[src/sv/nnfs_pkg.sv]
// ----------------------------------------------------------------------------
// nnfs_pkg: shared types and constants of the nearest-neighbor frame scaler
// Output frame geometry, field widths, register indexes, the controller's
// state type and the command/status bundles between controller and datapath.
// ----------------------------------------------------------------------------
package nnfs_pkg;

   // Output frame
   localparam int OutWidth  = 64;
   localparam int OutHeight = 32;
   localparam int MaxLine   = 1024;

   // Field widths
   localparam int PixelW  = 16;
   localparam int ColW    = 6;   // output column
   localparam int RowW    = 5;   // output row
   localparam int WidthW  = 11;  // source_width register
   localparam int HeightW = 13;  // source_height register
   localparam int SrcColW = 10;  // source column counter
   localparam int SrcRowW = 12;  // source row counter
   localparam int ProdW   = ColW + WidthW;

   // Row range divider: quotient bits, one per step
   localparam int DivSteps = RowW;
   localparam int StepCntW = 3;

   // Configuration register indexes
   localparam int CsrIdxW = 1;
   localparam logic [CsrIdxW-1:0] CsrSourceWidth  = 1'b0;
   localparam logic [CsrIdxW-1:0] CsrSourceHeight = 1'b1;
   localparam int CsrDataW = HeightW;

   // Reset values of the registers
   localparam logic [WidthW-1:0]  ResetWidth  = 11'd64;
   localparam logic [HeightW-1:0] ResetHeight = 13'd32;

   typedef enum logic [1:0] {
      ST_IDLE,
      ST_DIV_INIT,
      ST_DIV,
      ST_SCAN
   } state_type;

   typedef struct packed {
      logic load;      // take the input word, apply frame start / new line
      logic div_init;  // seed the row range divider
      logic div_step;  // one quotient bit
      logic advance;   // move to the next output column
      logic emit;      // write a result into the output register
      logic finish;    // bump the source column, maybe start a new line
   } cmd_type;

   typedef struct packed {
      logic width_ok;  // source_width in 1..MaxLine
      logic skip;      // current output column maps before this pixel
      logic match;     // current output column maps onto this pixel
      logic visible;   // source row lands inside the output frame
      logic out_free;  // output register can take a word this cycle
   } status_type;

endpackage

[src/sv/nnfs_csr.sv]
// ----------------------------------------------------------------------------
// nnfs_csr: configuration registers
// Holds source_width and source_height, writes by index, and derives the
// width check and the effective height (zero taken as one).
// ----------------------------------------------------------------------------
module nnfs_csr
   import nnfs_pkg::*;
(
   input  logic                clock,
   input  logic                reset,
   input  logic                csr_valid,
   output logic                csr_ready,
   input  logic [CsrIdxW-1:0]  csr_index,
   input  logic [CsrDataW-1:0] csr_data,
   output logic [WidthW-1:0]   src_width,
   output logic [HeightW-1:0]  src_height,
   output logic                width_ok
);

   logic [WidthW-1:0]  width_ff, width_in;
   logic [HeightW-1:0] height_ff, height_in;

   assign csr_ready = 1'b1;

   always_comb begin
      width_in  = width_ff;
      height_in = height_ff;
      if (csr_valid) begin
         case (csr_index)
            CsrSourceWidth:  width_in  = csr_data[WidthW-1:0];
            CsrSourceHeight: height_in = csr_data;
            default: ;
         endcase
      end
   end

   always_ff @(posedge clock) begin
      if (reset) begin
         width_ff  <= ResetWidth;
         height_ff <= ResetHeight;
      end else begin
         width_ff  <= width_in;
         height_ff <= height_in;
      end
   end

   assign src_width  = width_ff;
   assign src_height = (height_ff == '0) ? HeightW'(1) : height_ff;
   assign width_ok   = (width_ff != '0) && (width_ff <= WidthW'(MaxLine));

endmodule

[src/sv/nnfs_ctrl.sv]
// ----------------------------------------------------------------------------
// nnfs_ctrl: sequencing controller
// Takes one pixel and, when source_width is valid, runs the row range division,
// then walks output columns one per cycle, emitting results and stalling while the output register is full.
// ----------------------------------------------------------------------------
module nnfs_ctrl
   import nnfs_pkg::*;
(
   input  logic       clock,
   input  logic       reset,
   input  logic       req_tvalid,
   output logic       req_tready,
   input  status_type status,
   output cmd_type    cmd
);

   state_type            state_ff, state_in;
   logic [StepCntW-1:0]  step_ff, step_in;
   logic                 div_done;

   assign div_done = (step_ff == StepCntW'(DivSteps - 1));

   // next state
   always_comb begin
      state_in = state_ff;
      step_in  = step_ff;
      case (state_ff)
         ST_IDLE: begin
            if (req_tvalid && status.width_ok) begin
               state_in = ST_DIV_INIT;
            end
         end
         ST_DIV_INIT: begin
            state_in = ST_DIV;
            step_in  = '0;
         end
         ST_DIV: begin
            step_in = step_ff + 1'b1;
            if (div_done) begin
               state_in = ST_SCAN;
            end
         end
         ST_SCAN: begin
            if (!status.skip && !status.match) begin
               state_in = ST_IDLE;
            end
         end
         default: state_in = ST_IDLE;
      endcase
   end

   // outputs
   always_comb begin
      cmd        = '0;
      req_tready = 1'b0;
      case (state_ff)
         ST_IDLE: begin
            req_tready = 1'b1;
            cmd.load   = req_tvalid;
         end
         ST_DIV_INIT: cmd.div_init = 1'b1;
         ST_DIV:      cmd.div_step = 1'b1;
         ST_SCAN: begin
            if (status.skip) begin
               cmd.advance = 1'b1;
            end else if (status.match) begin
               if (!status.visible) begin
                  cmd.advance = 1'b1;
               end else if (status.out_free) begin
                  cmd.advance = 1'b1;
                  cmd.emit    = 1'b1;
               end
            end else begin
               cmd.finish = 1'b1;
            end
         end
         default: ;
      endcase
   end

   always_ff @(posedge clock) begin
      if (reset) begin
         state_ff <= ST_IDLE;
         step_ff  <= '0;
      end else begin
         state_ff <= state_in;
         step_ff  <= step_in;
      end
   end

endmodule

[src/sv/nnfs_datapath.sv]
// ----------------------------------------------------------------------------
// nnfs_datapath: counters, row range divider, column mapper, output register
// Two restoring dividers give floor(row*32/h) and floor((row+1)*32/h); one
// 6x11 multiply per cycle maps the current output column to its source column.
// ----------------------------------------------------------------------------
module nnfs_datapath
   import nnfs_pkg::*;
(
   input  logic                clock,
   input  logic                reset,
   input  cmd_type             cmd,
   output status_type          status,
   input  logic                width_ok,
   input  logic [WidthW-1:0]   src_width,
   input  logic [HeightW-1:0]  src_height,
   input  logic [PixelW-1:0]   req_tdata,
   input  logic                req_tuser,
   output logic                rsp_tvalid,
   input  logic                rsp_tready,
   output logic [31:0]         rsp_tdata,
   output logic                rsp_tlast
);

   // source position
   logic [SrcColW-1:0] col_ff, col_in;
   logic [SrcRowW-1:0] row_ff, row_in;
   logic [ColW:0]      nxt_ff, nxt_in;
   logic [PixelW-1:0]  pixel_ff;

   // row range divider
   logic [HeightW-1:0] rem0_ff, rem0_in, rem1_ff, rem1_in;
   logic [RowW-1:0]    quo0_ff, quo0_in, quo1_ff, quo1_in;
   logic               inv0_ff, inv0_in, inv1_ff, inv1_in;

   // output register
   logic               out_valid_ff, out_valid_in;
   logic [ColW-1:0]    out_col_ff;
   logic [RowW-1:0]    out_first_ff, out_last_ff;
   logic [PixelW-1:0]  out_sample_ff;
   logic               out_tlast_ff;

   // scan logic
   logic               in_range;
   logic [ProdW-1:0]   prod, prod_next;
   logic [WidthW-1:0]  col_ext;
   logic               final_col;
   logic [RowW:0]      y1_raw, y1;
   logic [RowW-1:0]    row_last;

   // frame start / new line on load
   logic [SrcColW-1:0] col_a;
   logic [SrcRowW-1:0] row_a;
   logic [ColW:0]      nxt_a;
   logic [SrcColW-1:0] col_p;

   function automatic logic [HeightW:0] div_step(input logic [HeightW-1:0] rem,
                                                 input logic [HeightW-1:0] den);
      logic [HeightW:0] t;
      logic [HeightW:0] d;
      d = {1'b0, den};
      t = {rem, 1'b0};
      if (t >= d) begin
         div_step = {t - d};
         div_step = {div_step[HeightW-1:0], 1'b1};
      end else begin
         div_step = {t[HeightW-1:0], 1'b0};
      end
   endfunction

   // column mapping: source column of output column nxt is (nxt*w)/64
   assign in_range  = !nxt_ff[ColW];
   assign prod      = ProdW'(nxt_ff[ColW-1:0]) * ProdW'(src_width);
   assign prod_next = prod + ProdW'(src_width);
   assign col_ext   = {1'b0, col_ff};
   assign final_col = (nxt_ff[ColW-1:0] == ColW'(OutWidth - 1)) ||
                      (prod_next[ProdW-1:ColW] != col_ext);

   // last output row: at least one row, clipped to the frame
   assign y1_raw   = inv1_ff ? (RowW+1)'(OutHeight) : {1'b0, quo1_ff};
   assign y1       = (y1_raw <= {1'b0, quo0_ff}) ? ({1'b0, quo0_ff} + 1'b1) : y1_raw;
   assign row_last = RowW'(y1 - 1'b1);

   assign status.width_ok = width_ok;
   assign status.skip     = in_range && (prod[ProdW-1:ColW] < col_ext);
   assign status.match    = in_range && (prod[ProdW-1:ColW] == col_ext);
   assign status.visible  = !inv0_ff;
   assign status.out_free = !out_valid_ff || rsp_tready;

   assign col_a = req_tuser ? '0 : col_ff;
   assign row_a = req_tuser ? '0 : row_ff;
   assign nxt_a = req_tuser ? '0 : nxt_ff;
   assign col_p = col_ff + 1'b1;

   always_comb begin
      logic [HeightW:0] s0, s1;
      col_in  = col_ff;
      row_in  = row_ff;
      nxt_in  = nxt_ff;
      rem0_in = rem0_ff;
      rem1_in = rem1_ff;
      quo0_in = quo0_ff;
      quo1_in = quo1_ff;
      inv0_in = inv0_ff;
      inv1_in = inv1_ff;
      s0 = div_step(rem0_ff, src_height);
      s1 = div_step(rem1_ff, src_height);
      if (cmd.load) begin
         col_in = col_a;
         row_in = row_a;
         nxt_in = nxt_a;
         // width shrunk mid-line: open a new line first
         if (width_ok && ({1'b0, col_a} >= src_width)) begin
            col_in = '0;
            nxt_in = '0;
            row_in = row_a + 1'b1;
         end
      end
      if (cmd.div_init) begin
         rem0_in = HeightW'(row_ff);
         rem1_in = HeightW'(row_ff) + 1'b1;
         quo0_in = '0;
         quo1_in = '0;
         inv0_in = (HeightW'(row_ff) >= src_height);
         inv1_in = ((HeightW'(row_ff) + 1'b1) >= src_height);
      end
      if (cmd.div_step) begin
         rem0_in = s0[HeightW:1];
         rem1_in = s1[HeightW:1];
         quo0_in = {quo0_ff[RowW-2:0], s0[0]};
         quo1_in = {quo1_ff[RowW-2:0], s1[0]};
      end
      if (cmd.advance) begin
         nxt_in = nxt_ff + 1'b1;
      end
      if (cmd.finish) begin
         if ((col_p == '0) || ({1'b0, col_p} >= src_width)) begin
            col_in = '0;
            nxt_in = '0;
            row_in = row_ff + 1'b1;
         end else begin
            col_in = col_p;
         end
      end
   end

   always_comb begin
      out_valid_in = out_valid_ff;
      if (rsp_tready) begin
         out_valid_in = 1'b0;
      end
      if (cmd.emit) begin
         out_valid_in = 1'b1;
      end
   end

   always_ff @(posedge clock) begin
      if (reset) begin
         col_ff       <= '0;
         row_ff       <= '0;
         nxt_ff       <= '0;
         out_valid_ff <= 1'b0;
      end else begin
         col_ff       <= col_in;
         row_ff       <= row_in;
         nxt_ff       <= nxt_in;
         out_valid_ff <= out_valid_in;
      end
   end

   always_ff @(posedge clock) begin
      rem0_ff <= rem0_in;
      rem1_ff <= rem1_in;
      quo0_ff <= quo0_in;
      quo1_ff <= quo1_in;
      inv0_ff <= inv0_in;
      inv1_ff <= inv1_in;
      if (cmd.load) begin
         pixel_ff <= req_tdata;
      end
      if (cmd.emit) begin
         out_col_ff    <= nxt_ff[ColW-1:0];
         out_first_ff  <= quo0_ff;
         out_last_ff   <= row_last;
         out_sample_ff <= pixel_ff;
         out_tlast_ff  <= final_col;
      end
   end

   assign rsp_tvalid = out_valid_ff;
   assign rsp_tdata  = {out_sample_ff, out_last_ff, out_first_ff, out_col_ff};
   assign rsp_tlast  = out_tlast_ff;

endmodule

[src/sv/nearest_neighbor_frame_scaler.sv]
// ----------------------------------------------------------------------------
// nearest_neighbor_frame_scaler: RGB565 stream to 64x32 nearest-neighbor frame
// Per pixel: load, divider seed, the 5-step row range divider, then a column scan
// that skips or emits one output column per cycle (at most 64 columns over a line),
// stalling on a match while the output register is full. Results leave through the
// output register. Pixels taken while source_width is bad are dropped.
// Reset: counters cleared, source_width 64, source_height 32, no clearing pass.
// ----------------------------------------------------------------------------
module nearest_neighbor_frame_scaler
   import nnfs_pkg::*;
(
   input  logic                clock,
   input  logic                reset,
   // pixel input
   input  logic                req_tvalid,
   output logic                req_tready,
   input  logic [15:0]         req_tdata,   // [15:0] pixel
   input  logic                req_tuser,   // [0] frame_start
   // result output
   output logic                rsp_tvalid,
   input  logic                rsp_tready,
   output logic [31:0]         rsp_tdata,   // [5:0] column, [10:6] row_first,
                                            // [15:11] row_last, [31:16] sample
   output logic                rsp_tlast,   // last result of this pixel
   // configuration writes
   input  logic                csr_valid,
   output logic                csr_ready,
   input  logic [CsrIdxW-1:0]  csr_index,   // 0 source_width, 1 source_height
   input  logic [CsrDataW-1:0] csr_data
);

   logic [WidthW-1:0]  src_width;
   logic [HeightW-1:0] src_height;   // zero already mapped to one
   logic               width_ok;
   cmd_type            cmd;
   status_type         status;

   // Register file; writes are only expected while the block is idle.
   nnfs_csr u_csr (
      .clock      (clock),
      .reset      (reset),
      .csr_valid  (csr_valid),
      .csr_ready  (csr_ready),
      .csr_index  (csr_index),
      .csr_data   (csr_data),
      .src_width  (src_width),
      .src_height (src_height),
      .width_ok   (width_ok)
   );

   // Sequencer: load -> divider seed -> 5 divide steps -> column scan.
   nnfs_ctrl u_ctrl (
      .clock      (clock),
      .reset      (reset),
      .req_tvalid (req_tvalid),
      .req_tready (req_tready),
      .status     (status),
      .cmd        (cmd)
   );

   // Counters, divider, column mapper and the output register. The output
   // register decouples the sides: a new pixel word is taken while a result
   // still waits for rsp_tready.
   nnfs_datapath u_datapath (
      .clock      (clock),
      .reset      (reset),
      .cmd        (cmd),
      .status     (status),
      .width_ok   (width_ok),
      .src_width  (src_width),
      .src_height (src_height),
      .req_tdata  (req_tdata),
      .req_tuser  (req_tuser),
      .rsp_tvalid (rsp_tvalid),
      .rsp_tready (rsp_tready),
      .rsp_tdata  (rsp_tdata),
      .rsp_tlast  (rsp_tlast)
   );

endmodule
[config.mk]
export PLATFORM = sky130hd
export DESIGN_NAME = nearest_neighbor_frame_scaler
export DESIGN_NICKNAME = d
export VERILOG_FILES = /design/src/sv/nnfs_pkg.sv /design/src/sv/nnfs_csr.sv /design/src/sv/nnfs_ctrl.sv /design/src/sv/nnfs_datapath.sv /design/src/sv/nearest_neighbor_frame_scaler.sv
export SDC_FILE = /design/constraint.sdc
export NUM_CORES = 1
export LEC_CHECK = 0
export BUFFER_PORTS_ARGS = -buffer_cell sky130_fd_sc_hd__buf_2
export CAP_MARGIN = 40
export CORE_MARGIN = 1
export CORE_UTILIZATION = 63
export DETAILED_ROUTE_END_ITERATION = 10
export PLACE_DENSITY = 0.82
export SYNTH_ARGS = -nofsm -noshare
export SYNTH_HDL_FRONTEND = slang
export SYNTH_HIERARCHICAL = 1
export SYNTH_SLANG_ARGS = --single-unit
[constraint.sdc]
create_clock -name clock -period 7.5 [get_ports clock]
set_clock_uncertainty 0.2 [all_clocks]
set_input_delay 1.125 -clock clock [delete_from_list [all_inputs] [get_ports clock]]
set_output_delay 1.125 -clock clock [all_outputs]
set_load 0.02 [all_outputs]
### Word-level counts from Yosys, hierarchy flattened

Index checks and enable logic that the tools add are counted.

| operators by class | value |
|---|---|
| add/sub/neg operators | 11 |
| multipliers | 1 |
| $lt $le $gt $ge | 9 |
| eq/ne operators | 10 |
| mux-type cells | 47 |
| bitwise logic cells | 1 |
| reductions and logical operators | 24 |

Operators with widths:

| cell | number |
|---|---|
| 2-to-1 mux 13 bit | 5 |
| 2-to-1 mux 12 bit | 5 |
| 2-to-1 mux 10 bit | 5 |
| 2-to-1 mux 7 bit | 6 |
| greater-or-equal comparator 14 x 13 -> 1 bit | 2 |
| 2-to-1 mux 14 bit | 2 |
| subtractor 13 bit | 2 |
| adder 12 x 1 -> 12 bit (second input constant) | 2 |
| greater-or-equal comparator 10 x 11 -> 1 bit | 2 |
| 2-to-1 mux 5 bit | 4 |
| adder 17 x 11 -> 17 bit | 1 |
| multiplier 6 x 11 -> 17 bit | 1 |
| adder 12 x 1 -> 13 bit (second input constant) | 1 |
| greater-or-equal comparator 12 x 13 -> 1 bit | 1 |
| greater-or-equal comparator 13 bit | 1 |
| logical NOT 13 bit | 1 |
| 2-to-1 mux 2 bit | 6 |
| equality test 11 x 10 -> 1 bit | 1 |
| less-or-equal comparator 11 bit (second input constant) | 1 |
| less-than comparator 11 x 10 -> 1 bit | 1 |
| != test 11 x 10 -> 1 bit | 1 |
| nonzero test 11 bit | 1 |
| adder 10 x 1 -> 10 bit (second input constant) | 1 |
| logical NOT 10 bit | 1 |
| other kinds (23) | 49 |

| word-level totals | value |
|---|---|
| register bits after elaboration | 146 |
| bits of input ports | 36 |
| output and inout port bits | 36 |
| logic and storage cells | 123 |

### Longest topological paths before layout

Gate-level depths: netlist of the first run.

| depth | value |
|---|---|
| word-level depth | 10 |
| mapped depth | 29 |
| depth with buffers taken out | 27 |

### By module

The synthesis of the first run kept the hierarchy.

By module, submodules not included:

| module | times used | cells each | area each (µm²) | seq. area each (µm²) |
|---|---|---|---|---|
| nnfs_datapath | 1 | 1125 | 10492.6 | 3213.1 |
| nnfs_csr | 1 | 129 | 954.7 | 480.5 |
| nnfs_ctrl | 1 | 44 | 365.4 | 100.1 |

### Worst setup path after synthesis of the first run

No wires, ideal clock.

| path | value |
|---|---|
| path type | register to register |
| start point | register u_datapath.nxt_ff[5] |
| end point | register u_datapath.out_col_ff[0] (enable) |
| library setup time | 425 ps |
| data arrival time | 6272 ps |
| required time | 6875 ps |
| slack | 603 ps |
| cell stages (with the launch flop) | 21 |
| path buffers | 1 |
| period minus slack after synthesis | 6897 ps |
| cell sequence | dfxtp_1 > clkbuf_1 > nand2_1 > fa_1 > fa_1 > fa_1 > inv_1 > ha_1 > nor2b_1 > o31a_1 > o21a_1 > a221oi_2 > xor2_1 > inv_1 > ha_1 > nand2_1 > o21ai_0 > a21o_1 > a2111oi_0 > nand2b_1 > nor2_1 |

RTL lines:

| item | line | text |
|---|---|---|
| start: declaration | nnfs_datapath.sv:27 | `logic [ColW:0] nxt_ff, nxt_in;` |
| start signal: assignment | nnfs_datapath.sv:165 | `nxt_ff <= nxt_in;` |
| end signal: assignment | nnfs_datapath.sv:181 | `out_col_ff <= nxt_ff[ColW-1:0];` |
| end: declaration | nnfs_datapath.sv:37 | `logic [ColW-1:0] out_col_ff;` |

==> impl_metrics.py, run 1 <==
metrics = {
    "setup_path": {
        "required_ns": 7.62,
        "critPathKind": "flop to flop",
        "reg2reg_to": "u_datapath/row_ff[6]$_SDFF_PP0_",
        "crit_path_end_kind": "flop",
        "crit_path_start_kind": "flop",
        "crit-reg2reg-launch": "u_datapath/nxt_ff[1]$_SDFF_PP0_",
        "critPathMaxFanout": 15,
        "reg2regPathDepth": 25,
        "rrSetupSlack_ns": 0.38,
        "cp_data_arrival_time_ns": 7.24,
    },
    "cts": {
        "clockBufferDepth": 2,
        "cts_root_buf": "clkbuf_16",
        "clkTransAtPathRegs_ns": 0.06,
        "numCtsBuffers": 17,
        "cts_max_level": 4,
        "cts_num_sinks": 146,
        "cts_tree": "built",
        "worstSkewPairLatency_ns": 0.43,
    },
    "timing": {
        "maxSlewHeadroom": 0.368,
        "hold_viol": 0,
        "holdWs_ns": 0.218,
        "worst_pin_slew_ns": 0.936,
        "slew_viol_final": 0,
        "fin_crit_sh": 0.949,
        "setup_viol": 0,
        "layout_min_cycle_time_ns": 7.12,
        "fin_setup_tns_ns": 0,
        "rsz0062_at_grt": "false",
        "fmax_ghz": 0.140,
    },
    "route": {
        "first_pass_iters": 10,
        "drt_iter0_drc": 1086,
        "wl_um": 28500,
        "wl_per_cell_um": 17.9,
        "final_antenna_net_count": 0,
        "drcViolationCount": 12,
        "via_per_inst": 6.17,
        "vias": 9814,
    },
    "synthesis": {
        "synthesis.area_um2": 11800,
        "synthesis.nets": 1507,
        "synth_top_cell_area_share": 0.221,
        "yosys_warnings": 6,
        "async_flop_share": 0,
        "synthTopCellsByArea": "edfxtp_1, ha_1, dfxtp_1",
        "ys_types": 78,
        "ys_ff_latch": 146,
        "ys_seq_area_frac": 0.321,
        "synth_ff_type": "edfxtp_1",
        "syn_avg_cell_area_um2": 9.10,
        "yosysTopAreaCell": "edfxtp_1",
        "synth-edff-count": 87,
        "syn_inst": 1298,
    },
    "die": {
        "core_area_um2": 18100,
        "start_util": 0.651,
        "rows": 49,
        "ios": 72,
        "die_w_um": 139,
        "fp.dieH_um": 139,
        "die_area_um2": 19300,
    },
    "power_and_ir_drop": {
        "p_leak_nw": 5.44,
        "ir_drop_mv": 0.200,
        "power.total_mw": 3.58,
        "cellPowerDensity_nw_per_um2": 277,
    },
    "cells_and_area": {
        "final_cells": 1590,
        "drive_gt1_frac": 0.111,
        "nNetsFinal": 1557,
        "area_growth_pct": 9.49,
        "final_util": 0.713,
        "nFillCells": 1339,
        "antenna_cells": 0,
    },
    "hold_path": {
        "hp-start": "u_datapath/pixel_ff[13]$_DFFE_PP_",
        "hold_depth": 0,
        "hp-class": "flop to flop",
        "min_to": "u_datapath/out_sample_ff[13]$_DFFE_PP_",
    },
    "run_status": {
        "violations": "DRC",
        "status": "complete, but fails checks",
    },
    "global_route": {
        "grt_max_degree": 67,
        "globalRouteOverflowTotal": 0,
        "grt_pass1_wl_um": 46400,
        "track_usage": 0.303,
        "grt_pass1_vias": 9312,
        "antenna_found_initial": 0,
    },
    "job": {
        "timing.max_cap.violations": 0,
    },
    "placed_design": {
        "place.gp.congestion": 0.912,
        "dp.cells": 1558,
        "portBuffers": 70,
        "dp_hpwl_um": 21000,
    },
}
-- power by group --
part | internal [mW] | switching [mW] | total, mW | leakage [nW]
clock | 0.442 | 0.372 | 0.814 | 0.260
combinational | 0.661 | 0.898 | 1.56 | 3.89
sequential | 1.10 | 0.108 | 1.21 | 1.30
total | 2.20 | 1.38 | 3.58 | 5.44
-- worst max-delay path: stages, from the launching register on --
cell       delay, ns
dfxtp_1         0.66
nand2_1         0.15
fa_1            0.55
fa_1            0.44
fa_1            0.54
inv_1           0.04
ha_1            0.34
nor2b_1         0.16
o31a_1          0.29
o21a_1          0.24
a221oi_2        0.27
xor2_1          0.31
inv_1           0.12
ha_1            0.33
a21oi_1         0.15
o21ai_0         0.10
a21o_1          0.19
a2111oi_0       0.46
buf_4           0.20
nand2b_1        0.17
nor2_1          0.11
a21bo_1         0.45
buf_4           0.22
nor3_1          0.05
a31oi_1         0.17
a21oi_1         0.08
-- cells in the mapped netlist, types with 35 or more instances --
master	n
nand2_1	136
a21oi_1	116
ha_1	134
xnor2_1	46
o21ai_0	40
nor2_1	93
edfxtp_1	87
dfxtp_1	59
fa_1	39
inv_1	92
nand3_1	35
and2_1	36
clkbuf_1	37
-- layer usage --
| layer | GRT usage | vias up | part of all wire | routed length (um) |
|---|---|---|---|---|
| met3 | 0.0508 | 48 | 0.093 | 2640 |
| met5 | 0 | - | 0 | 0 |
| li1 | - | 4692 | - | - |
| met2 | 0.484 | 445 | 0.45 | 12800 |
| met4 | 0.0994 | 0 | 0.018 | 511 |
| met1 | 0.420 | 4629 | 0.44 | 12500 |
-- cell families after synthesis --
kind of cell,after synthesis,share of synthesized area
xor+xnor,70,0.0531
mux,29,0.0248
compound gates,279,0.153
buf+inv,151,0.0517
flops,146,0.321
other cells,1,0.000317
simple gates,449,0.188
fa+ha+maj,173,0.208
-- timing repair --
item                                    4_1_cts  5_1_grt
hold buffers                                  0        0
endpoints found under the hold margin         0        0
buffers inserted                              0        0
endpoints found under the setup margin        0        4
resized for setup                             0        1
-- registers in the layout, summed over array words and instances (netlist names) --
| register | count |
|---|---|
| u_datapath/out_sample_ff | 16 |
| u_datapath/pixel_ff | 16 |
| u_csr/height_ff | 13 |
| u_datapath/rem0_ff | 13 |
| u_datapath/rem1_ff | 13 |
| u_datapath/row_ff | 12 |
| u_csr/src_width | 11 |
| u_datapath/col_ff | 10 |
| u_datapath/nxt_ff | 7 |
| u_datapath/out_col_ff | 6 |
| u_datapath/out_first_ff | 5 |
| u_datapath/out_last_ff | 5 |
| u_datapath/quo0_ff | 5 |
| u_datapath/quo1_ff | 5 |
| u_ctrl/step_ff | 3 |
| u_ctrl/state_ff | 2 |
| u_datapath/inv0_ff | 1 |
| u_datapath/inv1_ff | 1 |
| u_datapath/rsp_tlast | 1 |
| u_datapath/rsp_tvalid | 1 |
-- stage by stage --
step	area, um2	setup WS, ns
finish	12900	0.381
global route	12900	0.00838
CTS	12900	0.383
detailed placement	12400	0.429
global placement	12300	0.643
floorplan	11800	0.603
-- how the worst max path moves through the flow --
stage / from / to / cells past startpoint
final: u_datapath/nxt_ff[1]$_SDFF_PP0_ / u_datapath/row_ff[6]$_SDFF_PP0_ / 25
after global routing: u_datapath/nxt_ff[1]$_SDFF_PP0_ / u_datapath/row_ff[9]$_SDFF_PP0_ / 24
after CTS: u_datapath/nxt_ff[3]$_SDFF_PP0_ / u_datapath/row_ff[6]$_SDFF_PP0_ / 25
after detailed placement: u_datapath/nxt_ff[3]$_SDFF_PP0_ / u_datapath/row_ff[6]$_SDFF_PP0_ / 25
after global placement: u_datapath/nxt_ff[3]$_SDFF_PP0_ / u_datapath/row_ff[6]$_SDFF_PP0_ / 25
after floorplan: u_datapath/nxt_ff[5]$_SDFF_PP0_ / u_datapath/out_col_ff[0]$_DFFE_PP_ / 20
-- cells in the final DEF (no fill, tap or decap), types with 23 or more instances in the layout --
| cell type | n |
|---|---|
| a21o_1 | 23 |
| a21oi_1 | 116 |
| and2_1 | 36 |
| buf_2 | 70 |
| dfxtp_1 | 58 |
| edfxtp_1 | 87 |
| fa_1 | 39 |
| ha_1 | 133 |
| inv_1 | 92 |
| mux2i_1 | 27 |
| nand2_1 | 136 |
| nand3_1 | 35 |
| nor2_1 | 92 |
| o21ai_0 | 40 |
| xnor2_1 | 46 |
| xor2_1 | 23 |
-- layout make-up --
type | count | area (um2) | area share
clock buffers | 18 | 439 | 0.0340
clock inverters | 14 | 124 | 0.00958
inverters | 94 | 353 | 0.0273
multi-input cells | 1001 | 7420 | 0.574
flip-flops and latches | 146 | 3790 | 0.293
well taps | 229 | 287 | 0.0222
repair buffers | 88 | 518 | 0.0401
Power figures use the tool's default switching activity.
==> run 2: changes to the inputs <==
- ABC_AREA: not set -> 1
==> impl_metrics.py, run 2 <==
metrics = {
    "synthesis": {
        "synth_top_family_by_area": "simple AND/OR/NAND/NOR gates",
        "synthesis.nets": 1907,
        "yosysTopAreaCell": "edfxtp_1",
        "synthesis.area_um2": 12500,
        "synthXorXnorAreaFrac": 0.0371,
        "syn_avg_cell_area_um2": 7.36,
        "ys_ff_latch": 146,
        "ys_seq_area_frac": 0.303,
        "synth-edff-count": 87,
        "synth_compound_area_frac": 0.105,
        "synthTopCellsByArea": "edfxtp_1, ha_1, nand2_1",
        "synth_top_cell_area_share": 0.209,
        "synthAdderAreaFrac": 0.197,
        "synth_ff_type": "edfxtp_1",
        "syn_inst": 1698,
        "yosys.area_share.simple": 0.262,
        "ys_types": 49,
        "async_flop_share": 0,
        "synthMuxAreaShare": 0.000800,
        "synth_most_common_cell": "nand2_1",
        "synthTopCellsByCount": "nand2_1, inv_1, nor2_1",
        "yosys_warnings": 6,
    },
    "hold_path": {
        "min_to": "u_datapath/out_sample_ff[2]$_DFFE_PP_",
        "hp-start": "u_datapath/pixel_ff[2]$_DFFE_PP_",
        "hp-class": "flop to flop",
        "hold_depth": 0,
    },
    "setup_path": {
        "crit_path_end_kind": "flop",
        "reg2regPathDepth": 24,
        "crit-reg2reg-launch": "u_datapath/nxt_ff[5]$_SDFF_PP0_",
        "critPathMaxFanout": 17,
        "critPathKind": "flop to flop",
        "required_ns": 7.62,
        "cp_data_arrival_time_ns": 6.69,
        "reg2reg_to": "u_datapath/nxt_ff[5]$_SDFF_PP0_",
        "crit_path_start_kind": "flop",
        "rrSetupSlack_ns": 0.93,
    },
    "global_route": {
        "grt_pass1_wl_um": 52600,
        "track_usage": 0.329,
        "globalRouteOverflowTotal": 0,
        "grt_max_degree": 33,
        "grt_pass1_vias": 11114,
        "antenna_found_initial": 0,
    },
    "cts": {
        "cts_root_buf": "clkbuf_16",
        "worstSkewPairLatency_ns": 0.44,
        "cts_num_sinks": 146,
        "postCtsHoldBufs": 0,
        "clkTransAtPathRegs_ns": 0.07,
        "post_cts_buffers": 0,
        "cts_tree": "built",
        "cts_max_level": 4,
        "clockBufferDepth": 2,
        "numCtsBuffers": 17,
        "cts-resized-gates": 0,
    },
    "timing": {
        "layout_min_cycle_time_ns": 6.57,
        "fin_crit_sh": 0.875,
        "worst_pin_slew_ns": 0.941,
        "layout_setup_ws_ns": 0.934,
        "hold_viol": 0,
        "fin_setup_tns_ns": 0,
        "slew_viol_final": 0,
        "setup_viol": 0,
        "fmax_ghz": 0.152,
        "maxSlewHeadroom": 0.371,
        "rsz0062_at_grt": "false",
        "holdWs_ns": 0.218,
    },
    "route": {
        "vias": 11579,
        "final_antenna_net_count": 0,
        "wl_per_cell_um": 16.0,
        "drcViolationCount": 0,
        "first_pass_iters": 8,
        "drt_iter0_drc": 1083,
        "wl_um": 32200,
        "via_per_inst": 5.74,
    },
    "job": {
        "timing.max_cap.violations": 0,
    },
    "die": {
        "fp.dieH_um": 143,
        "die_area_um2": 20400,
        "core_area_um2": 19500,
        "rows": 51,
        "ios": 72,
        "start_util": 0.642,
        "die_w_um": 143,
    },
    "cells_and_area": {
        "reg_top3": "u_datapath/out_sample_ff x16, u_datapath/pixel_ff x16",
        "mostFrequentLayoutCells": "nand2_1, inv_1, nor2_1",
        "final_cells": 2018,
        "multi_input_area_um2": 7530,
        "nNetsFinal": 1949,
        "area_growth_pct": 8.91,
        "drive_gt1_frac": 0.0730,
        "final_util": 0.700,
        "fin_area_um2": 13600,
        "antenna_cells": 0,
        "nFillCells": 1599,
        "mostFrequentLayoutCell": "nand2_1",
        "seq_area_um2": 3790,
    },
    "power_and_ir_drop": {
        "cellPowerDensity_nw_per_um2": 280,
        "power.total_mw": 3.82,
        "p_leak_nw": 6.65,
        "ir_drop_mv": 0.180,
    },
    "placed_design": {
        "place_ws_ns": 1.04,
        "place.gp.congestion": 0.954,
        "dpl-instance-area_um2": 13000,
        "dp.cells": 1986,
        "dp_hpwl_um": 24300,
        "portBuffers": 70,
    },
    "run_status": {
        "status": "complete, no violations",
    },
}
run 2: cell types whose count changed in the layout (fill, tap and decap cells not counted), sizes merged, moves of 25 or more:
cell and delta:
and2 -37, o21ai +59, nand3 +48, nor2 +106
mux2i -26, a21oi -25, nand2 +285, inv +155
xnor2 -31
run 2: cell type report:
type	instances	share of cell area
clock buffers	17	0.0312
clock inverters	15	0.0130
inverters	247	0.0681
multi-input cells	1251	0.553
flip-flops and latches	146	0.279
well taps	265	0.0243
repair buffers	77	0.0320
run 2: logic make-up (layout without fill, tap and decap cells):
family | after synthesis | count (layout)
compound gates | 241 | 241
xor+xnor | 53 | 53
fa+ha+maj | 173 | 173
buf+inv | 301 | 356
flops | 146 | 146
mux | 1 | 1
other cells | 1 | 1
simple gates | 782 | 782
run 2: how the worst max path moves through the flow:
stage                                          from                            endpoint  cells after the start
detailed placement  u_datapath/nxt_ff[5]$_SDFF_PP0_     u_datapath/nxt_ff[5]$_SDFF_PP0_                     25
finish              u_datapath/nxt_ff[5]$_SDFF_PP0_     u_datapath/nxt_ff[5]$_SDFF_PP0_                     24
global placement    u_datapath/nxt_ff[5]$_SDFF_PP0_     u_datapath/nxt_ff[5]$_SDFF_PP0_                     28
global route        u_datapath/nxt_ff[5]$_SDFF_PP0_     u_datapath/nxt_ff[5]$_SDFF_PP0_                     26
floorplan           u_datapath/nxt_ff[5]$_SDFF_PP0_  u_datapath/out_col_ff[0]$_DFFE_PP_                     23
CTS                 u_datapath/nxt_ff[5]$_SDFF_PP0_     u_datapath/nxt_ff[5]$_SDFF_PP0_                     26
run 2: power by group:
group | internal [mW] | leakage (nW) | switching, mW
registers | 1.10 | 1.30 | 0.146
logic | 0.605 | 5.06 | 1.11
clock network | 0.452 | 0.291 | 0.408
total | 2.16 | 6.65 | 1.66
run 2: worst max-delay path, stage by stage, from the launching register on:
cell     delay (ns)
dfxtp_1        0.72
nand2_1        0.18
fa_1           0.55
fa_1           0.52
fa_1           0.56
inv_1          0.05
ha_1           0.34
nand2_1        0.12
inv_1          0.05
a21oi_1        0.30
nand3_1        0.15
nand2_1        0.08
nand2_1        0.07
ha_1           0.33
nand4_1        0.14
nor4_1         0.69
o21ai_1        0.19
a21oi_1        0.48
nand4_1        0.20
nor2_1         0.13
inv_1          0.06
nor2_1         0.12
nand2_1        0.07
nand3_1        0.11
nor2_1         0.06
run 2: per-layer routing:
layer  up-vias  global-route usage  share of wire
li1       5620                   -              -
met1      5368               0.385           0.40
met2       488               0.577           0.49
met3       103              0.0510          0.065
met4         0               0.186          0.048
met5         -                   0              0
